File: config.mk
export PLATFORM = sky130hd
export DESIGN_NAME = serial_mouse_packet_decoder_unit
export DESIGN_NICKNAME = d
export VERILOG_FILES = /design/src/rtl/core/smpd_pkg.sv /design/src/rtl/core/smpd_front.sv /design/src/rtl/core/smpd_queue.sv /design/src/rtl/core/smpd_back.sv /design/src/rtl/core/serial_mouse_packet_decoder_unit.sv
export SDC_FILE = /design/constraint.sdc
export NUM_CORES = 1
export LEC_CHECK = 0
export ABC_CLOCK_PERIOD_IN_PS = 6000
export BUFFER_PORTS_ARGS = -buffer_cell sky130_fd_sc_hd__clkbuf_2
export CAP_MARGIN = 10
export CORE_ASPECT_RATIO = 0.5
export CORE_UTILIZATION = 50
export CTS_BUF_LIST = sky130_fd_sc_hd__clkbuf_16
export DETAILED_ROUTE_END_ITERATION = 10
export PLACE_DENSITY = 0.68
export SKIP_CTS_REPAIR_TIMING = 1
export SLEW_MARGIN = 20
export SYNTH_ARGS = -nofsm -noshare
export SYNTH_HDL_FRONTEND = slang
export SYNTH_SLANG_ARGS = --single-unit
File: constraint.sdc
create_clock -name clk -period 6 [get_ports clk]
set_clock_uncertainty 0.05 [all_clocks]
set_input_delay 0.6 -clock clk [delete_from_list [all_inputs] [get_ports clk]]
set_output_delay 0.6 -clock clk [all_outputs]
set_load 0.02 [all_outputs]
File: src/rtl/core/smpd_pkg.sv
// ----------------------------------------------------------------------------
// smpd_pkg
// types, constants and helpers of the serial mouse packet decoder
// ----------------------------------------------------------------------------
package smpd_pkg;

  localparam int BUTTON_COUNT = 3;
  localparam int EVENT_BITS   = BUTTON_COUNT + 1;  // one per button plus motion
  localparam int QUEUE_DEPTH  = 2;
  localparam int QPTR_W       = (QUEUE_DEPTH > 1) ? $clog2(QUEUE_DEPTH) : 1;
  localparam int QCNT_W       = $clog2(QUEUE_DEPTH + 1);

  localparam logic [7:0] HDR_MASK  = 8'hf8;
  localparam logic [7:0] HDR_VALUE = 8'h80;
  localparam logic [7:0] BTN_BITS  = 8'h07;

  localparam logic [1:0] EV_PRESS   = 2'd0;
  localparam logic [1:0] EV_RELEASE = 2'd1;
  localparam logic [1:0] EV_MOTION  = 2'd2;

  // one decoded packet waiting to be turned into events
  typedef struct packed {
    logic [BUTTON_COUNT-1:0] change;
    logic [BUTTON_COUNT-1:0] pressed;
    logic                    motion;
    logic signed [8:0]       dx;
    logic signed [8:0]       dy;
  } pkt_rec_t;

  // header button bits are active low and reordered:
  // bit 0 -> button 2, bit 1 -> button 0, bit 2 -> button 1
  function automatic logic [2:0] btn_order(input logic [2:0] v);
    btn_order = {v[0], v[2], v[1]};
  endfunction

  function automatic logic signed [8:0] sext8(input logic [7:0] v);
    sext8 = $signed({v[7], v});
  endfunction

endpackage

File: src/rtl/core/smpd_front.sv
// ----------------------------------------------------------------------------
// smpd_front
// header hunt, packet collection and decode into a packet record
// ----------------------------------------------------------------------------
module smpd_front (
  input  logic              clk,
  input  logic              rst,
  input  logic              enable_we,
  input  logic              enable_wdata,
  input  logic              in_valid,
  output logic              in_stall,
  input  logic [7:0]        rx_byte,
  input  logic              q_full,
  output logic              q_push,
  output smpd_pkg::pkt_rec_t q_rec
);
  import smpd_pkg::*;

  logic                    enable;
  logic [2:0]              pos;
  logic [2:0]              hdr_btn;
  logic [7:0]              x1;
  logic [7:0]              y1;
  logic [7:0]              x2;
  logic [BUTTON_COUNT-1:0] held;

  logic                    take;
  logic [2:0]              btn_all;
  logic [BUTTON_COUNT-1:0] pressed;
  logic signed [8:0]       dx;
  logic signed [8:0]       dy;
  logic                    last_byte;

  assign in_stall  = q_full;
  assign take      = in_valid && !in_stall && enable;
  assign last_byte = (pos == 3'd4);

  assign btn_all = btn_order(~hdr_btn & BTN_BITS[2:0]);
  assign pressed = btn_all[BUTTON_COUNT-1:0];
  assign dx      = sext8(x1) + sext8(x2);
  assign dy      = sext8(y1) + sext8(rx_byte);

  always_comb begin
    q_rec.change  = held ^ pressed;
    q_rec.pressed = pressed;
    q_rec.motion  = (dx != 9'sd0) || (dy != 9'sd0);
    q_rec.dx      = dx;
    q_rec.dy      = dy;
  end

  // empty packets make no record
  assign q_push = take && last_byte && ((q_rec.change != '0) || q_rec.motion);

  always_ff @(posedge clk) begin
    if (rst) begin
      enable <= 1'b0;
      pos    <= 3'd0;
      held   <= '0;
    end else begin
      if (enable_we) begin
        enable <= enable_wdata;
      end
      if (take) begin
        case (pos)
          3'd1: begin
            x1  <= rx_byte;
            pos <= 3'd2;
          end
          3'd2: begin
            y1  <= rx_byte;
            pos <= 3'd3;
          end
          3'd3: begin
            x2  <= rx_byte;
            pos <= 3'd4;
          end
          3'd4: begin
            held <= pressed;
            pos  <= 3'd0;
          end
          default: begin
            // hunting for a header
            if ((rx_byte & HDR_MASK) == HDR_VALUE) begin
              hdr_btn <= rx_byte[2:0];
              pos     <= 3'd1;
            end else begin
              pos <= 3'd0;
            end
          end
        endcase
      end
    end
  end

endmodule

File: src/rtl/core/smpd_queue.sv
// ----------------------------------------------------------------------------
// smpd_queue
// short record queue between the front and back parts
// ----------------------------------------------------------------------------
module smpd_queue (
  input  logic               clk,
  input  logic               rst,
  input  logic               push,
  input  smpd_pkg::pkt_rec_t wr_rec,
  output logic               full,
  input  logic               pop,
  output logic               nonempty,
  output smpd_pkg::pkt_rec_t head
);
  import smpd_pkg::*;

  pkt_rec_t              slots [QUEUE_DEPTH];
  logic [QPTR_W-1:0]     wr_ptr;
  logic [QPTR_W-1:0]     rd_ptr;
  logic [QCNT_W-1:0]     count;

  assign full     = (count == QCNT_W'(QUEUE_DEPTH));
  assign nonempty = (count != '0);
  assign head     = slots[rd_ptr];

  function automatic logic [QPTR_W-1:0] bump(input logic [QPTR_W-1:0] p);
    if (p == QPTR_W'(QUEUE_DEPTH - 1)) begin
      bump = '0;
    end else begin
      bump = p + QPTR_W'(1);
    end
  endfunction

  always_ff @(posedge clk) begin
    if (push) begin
      slots[wr_ptr] <= wr_rec;
    end
  end

  always_ff @(posedge clk) begin
    if (rst) begin
      wr_ptr <= '0;
      rd_ptr <= '0;
      count  <= '0;
    end else begin
      if (push) begin
        wr_ptr <= bump(wr_ptr);
      end
      if (pop) begin
        rd_ptr <= bump(rd_ptr);
      end
      if (push && !pop) begin
        count <= count + QCNT_W'(1);
      end else if (pop && !push) begin
        count <= count - QCNT_W'(1);
      end
    end
  end

endmodule

File: src/rtl/core/smpd_back.sv
// ----------------------------------------------------------------------------
// smpd_back
// expands each packet record into button and motion events
// ----------------------------------------------------------------------------
module smpd_back (
  input  logic               clk,
  input  logic               rst,
  input  logic               q_nonempty,
  input  smpd_pkg::pkt_rec_t q_head,
  output logic               q_pop,
  output logic               out_valid,
  input  logic               out_stall,
  output logic [1:0]         event_kind,
  output logic [1:0]         button_index,
  output logic signed [8:0]  delta_x,
  output logic signed [8:0]  delta_y,
  output logic               last
);
  import smpd_pkg::*;

  logic [EVENT_BITS-1:0] done;
  logic [EVENT_BITS-1:0] pend;
  logic [EVENT_BITS-1:0] sel;
  logic [1:0]            sel_idx;
  logic                  slot_free;
  logic                  emit;
  logic                  sel_last;

  assign pend = {q_head.motion, q_head.change} & ~done;

  // lowest pending event first: buttons in index order, motion after them
  always_comb begin
    sel     = '0;
    sel_idx = '0;
    for (int i = EVENT_BITS - 1; i >= 0; i--) begin
      if (pend[i]) begin
        sel     = '0;
        sel[i]  = 1'b1;
        sel_idx = 2'(i);
      end
    end
  end

  assign sel_last  = ((pend & ~sel) == '0);
  assign slot_free = !out_valid || !out_stall;
  assign emit      = q_nonempty && slot_free;
  assign q_pop     = emit && sel_last;

  always_ff @(posedge clk) begin
    if (rst) begin
      out_valid <= 1'b0;
      done      <= '0;
    end else begin
      if (slot_free) begin
        out_valid <= q_nonempty;
      end
      if (emit) begin
        done <= sel_last ? '0 : (done | sel);
      end
    end
  end

  always_ff @(posedge clk) begin
    if (emit) begin
      last <= sel_last;
      if (sel[EVENT_BITS-1]) begin
        event_kind   <= EV_MOTION;
        button_index <= 2'd0;
        delta_x      <= q_head.dx;
        delta_y      <= q_head.dy;
      end else begin
        event_kind   <= q_head.pressed[sel_idx[$clog2(BUTTON_COUNT+1)-1:0]] ?
                        EV_PRESS : EV_RELEASE;
        button_index <= sel_idx;
        delta_x      <= 9'sd0;
        delta_y      <= 9'sd0;
      end
    end
  end

endmodule

File: src/rtl/core/serial_mouse_packet_decoder_unit.sv
// ----------------------------------------------------------------------------
// serial_mouse_packet_decoder_unit
// five-byte serial mouse packet decoder, bytes in, button and motion events out
// ----------------------------------------------------------------------------
// input channel: in_valid / in_stall with rx_byte, one received byte per
// transfer. a byte may be taken every cycle. with enable low every byte is
// taken and dropped.
// output channel: out_valid / out_stall with event_kind, button_index,
// delta_x, delta_y and last; last marks the final event of a packet.
// a packet's events come out one per cycle while out_stall is low; after the
// transfer of its fifth byte its record enters the queue, then the output register.
// a packet gives up to four events; the front keeps taking bytes while the
// back drains them, and in_stall rises only when the two-entry record queue
// is full, which the output stalling for long enough will cause.
// a stalled output holds its event until it is taken.
// reset clears enable, the header hunt, held buttons, the queue and the
// output register; enable_we / enable_wdata write the enable bit.
// ----------------------------------------------------------------------------
module serial_mouse_packet_decoder_unit (
  input  logic              clk,
  input  logic              rst,
  input  logic              enable_we,
  input  logic              enable_wdata,
  input  logic              in_valid,
  output logic              in_stall,
  input  logic [7:0]        rx_byte,
  output logic              out_valid,
  input  logic              out_stall,
  output logic [1:0]        event_kind,
  output logic [1:0]        button_index,
  output logic signed [8:0] delta_x,
  output logic signed [8:0] delta_y,
  output logic              last
);
  import smpd_pkg::*;

  pkt_rec_t wr_rec;
  pkt_rec_t head;
  logic     q_push;
  logic     q_pop;
  logic     q_full;
  logic     q_nonempty;

  smpd_front u_front (
    .clk          (clk),
    .rst          (rst),
    .enable_we    (enable_we),
    .enable_wdata (enable_wdata),
    .in_valid     (in_valid),
    .in_stall     (in_stall),
    .rx_byte      (rx_byte),
    .q_full       (q_full),
    .q_push       (q_push),
    .q_rec        (wr_rec)
  );

  smpd_queue u_queue (
    .clk      (clk),
    .rst      (rst),
    .push     (q_push),
    .wr_rec   (wr_rec),
    .full     (q_full),
    .pop      (q_pop),
    .nonempty (q_nonempty),
    .head     (head)
  );

  smpd_back u_back (
    .clk          (clk),
    .rst          (rst),
    .q_nonempty   (q_nonempty),
    .q_head       (head),
    .q_pop        (q_pop),
    .out_valid    (out_valid),
    .out_stall    (out_stall),
    .event_kind   (event_kind),
    .button_index (button_index),
    .delta_x      (delta_x),
    .delta_y      (delta_y),
    .last         (last)
  );

endmodule

==> results.sh <==
export IMPL_cts_buffers=17
export IMPL_run_status="finished, final reports clean"
export IMPL_synth_async_sr_flop_share=0
export IMPL_clock_latency_ns=0.40
export IMPL_crit_required_ns=6.28
export IMPL_ys_types=44
export IMPL_slew_violations=0
export IMPL_die_x_um=143
export IMPL_cp_arrival_ns=4.30
export IMPL_area_delta_synth_final_pct=18.7
export IMPL_cts_sinks=117
export IMPL_portBuffers=38
export IMPL_finalCritPeriodShare=0.670
export IMPL_busiest_layer="met2"
export IMPL_yosys_warnings=0
export IMPL_die_h_um=72.3
export IMPL_path_class="reg -> reg"
export IMPL_via_per_inst=5.33
export IMPL_power_mw=1.84
export IMPL_rsz0062_at_grt="false"
export IMPL_start_kind="register"
export IMPL_dr_pass1_iters=4
export IMPL_dp_cells=523
export IMPL_syn_area_um2=4940
export IMPL_power_density_nw_per_um2=313
export IMPL_maxSlewHeadroom=0.308
export IMPL_worstMarginPinSlew_ns=1.03
export IMPL_clk_pin_slew_ns=0.05
export IMPL_tns_ns=0
export IMPL_antenna_found_initial=0
export IMPL_ys_ff_latch=117
export IMPL_multiInputGateArea_um2=1540
export IMPL_seqCellArea_um2=3340
export IMPL_syn_nets=387
export IMPL_initial_core_util=0.519
export IMPL_gr_usage_met2=0.276
export IMPL_postSynthCellCount=354
export IMPL_critical_path_max_fanout=4
export IMPL_max_cap_violations=0
export IMPL_dr_total_vias=2957
export IMPL_place_gp_congestion=0.818
export IMPL_post_drt_wl_per_cell_um=16.2
export IMPL_ant_nets=0
export IMPL_ios=39
export IMPL_n_antenna_cell=0
export IMPL_grt_pass1_vias=2839
export IMPL_hpwl_um=6350
export IMPL_core_rowCount=25
export IMPL_fin_crit_ns=4.02
export IMPL_final_cells=555
export IMPL_cts_htree_levels=4
export IMPL_grt_pass1_wl_um=14400
export IMPL_leakage_nw=2.14
export IMPL_track_usage=0.195
export IMPL_grt_overflow_total=0
export IMPL_nets=440
export IMPL_final_common_cell="edfxtp_1"
export IMPL_syn_area_per_cell_um2=14.0
export IMPL_cpPeakStageDelay_ns=0.53
export IMPL_endpoint_kind="register"
export IMPL_ys_seq_area_frac=0.677
export IMPL_drt_wl_total_um=8960
export IMPL_critPathSlowestCell="or4b_4"
export IMPL_path_cells="ha_1 > fa_1 > or4_1 > nor3_1 > o31ai_1 > a211oi_1 > or4b_4 > nor3_4 > nor2_1 > ha_1 > or3_1 > a21oi_1"
export IMPL_layout_common_cells="edfxtp_1, nor2_1, clkbuf_2"
export IMPL_drtIter0Drc=220
export IMPL_ys_flop_type="edfxtp_1"
export IMPL_hold_viol_final=0
export IMPL_setup_viol=0
export IMPL_fmax_ghz=0.249
export IMPL_tritoncts="done"
export IMPL_hold_class="in -> reg"
export IMPL_grt_max_degree=29
export IMPL_drcViolationCount=0
export IMPL_coreArea_um2=9510
export IMPL_critPathMostFrequentCell="ha_1"
export IMPL_use_met3=0.0653
export IMPL_vdd_drop_max_v=0.000228
export IMPL_fill_cells=737
export IMPL_synth_edf_count=100
export IMPL_dieArea_um2=10300
export IMPL_layout_drive_gt1_share=0.190
export IMPL_clock_root_buffer="clkbuf_16"
export IMPL_clk_path_buf_depth=2
export IMPL_met1_usage=0.275
## flip-flops by register name, indices dropped and copies added (netlist names), 4 cells and up, named ones only
signal	flops
u_front.x2	8
u_front.x1	8
u_back.delta_x	9
u_back.done	4
u_back.delta_y	9
u_front.y1	8
u_queue.slots	50
## final timing paths
check	start	to	slack [ns]	depth (start not counted)
setup / recovery	u_front.x2[0]	u_queue.count[1]	1.98	12
hold / removal	enable_wdata	u_front.enable	0.40	3
setup reg to reg	u_front.x2[0]	u_queue.count[1]	1.98	12
hold reg to reg	u_back.done[3]	u_back.done[3]	0.42	2
## layout make-up
| type | instances | area share |
|---|---|---|
| Tap cell | 135 | 0.0288 |
| Multi-Input combinational cell | 219 | 0.263 |
| Clock buffer | 17 | 0.0725 |
| Inverter | 9 | 0.00576 |
| Clock inverter | 15 | 0.0209 |
| Sequential cell | 117 | 0.570 |
| Timing Repair Buffer | 43 | 0.0388 |
## layer usage
layer,share of wire,vias to the layer above
met3,0.068,11
met1,0.48,1431
met4,0.012,0
met5,0,-
li1,-,1426
met2,0.44,89
## synthesized netlist by cell type (2+ instances only)
master | number | area [um2]
a211oi_1 | 6 | 45.0
a211oi_2 | 2 | 25.0
a21o_1 | 4 | 30.0
a21oi_1 | 18 | 90.1
and3_1 | 3 | 18.8
buf_1 | 2 | 7.51
clkbuf_1 | 6 | 22.5
dfxtp_1 | 17 | 340
edfxtp_1 | 100 | 3000
fa_1 | 2 | 40.0
ha_1 | 17 | 213
inv_1 | 9 | 33.8
maj3_1 | 2 | 20.0
mux2i_1 | 24 | 240
nand2_1 | 10 | 37.5
nand2b_1 | 3 | 18.8
nand3_1 | 6 | 30.0
nor2_1 | 50 | 188
nor2b_1 | 4 | 25.0
nor3_1 | 11 | 55.1
nor3b_1 | 2 | 15.0
nor4_1 | 4 | 25.0
o21ai_0 | 7 | 35.0
o21bai_1 | 2 | 15.0
o31ai_1 | 2 | 15.0
or2_2 | 3 | 18.8
or3_1 | 3 | 18.8
or4_1 | 3 | 22.5
xnor2_1 | 9 | 78.8
xor2_1 | 9 | 78.8
## power breakdown
| part | switching (mW) | total (mW) | internal, mW |
|---|---|---|---|
| clock network | 0.327 | 0.923 | 0.596 |
| logic | 0.0225 | 0.0349 | 0.0124 |
| registers | 0.000374 | 0.879 | 0.878 |
| total | 0.350 | 1.84 | 1.49 |
## kinds of logic after synthesis
family	after synthesis	synth area share
mux	25	0.0532
xor+xnor	18	0.0319
compound gates	47	0.0618
fa+ha+maj	21	0.0552
simple gates	108	0.107
buf+inv	18	0.0139
flops	117	0.677
## critical path: cells and delay by family, from the launching register on
family / cells / cell delay (ns)
and+or+nand+nor: 6 / 1.95
adders and majority gates: 3 / 1.09
AOI/OAI and AO/OA: 3 / 0.48
DFF: 1 / 0.38
## metrics by stage
stage | hold WS (ns) | util | worst slack, ns | instance area, um2
after floorplan | 0.386 | - | 1.57 | 4940
after global placement | 0.395 | 0.559 | 1.91 | 5310
after global routing | 0.394 | 0.617 | 1.78 | 5870
after CTS | 0.389 | 0.616 | 2.03 | 5860
final | 0.401 | 0.617 | 1.98 | 5870
after detailed placement | 0.411 | 0.559 | 1.84 | 5310
No activity file was read; power rests on OpenSTA's default activity.
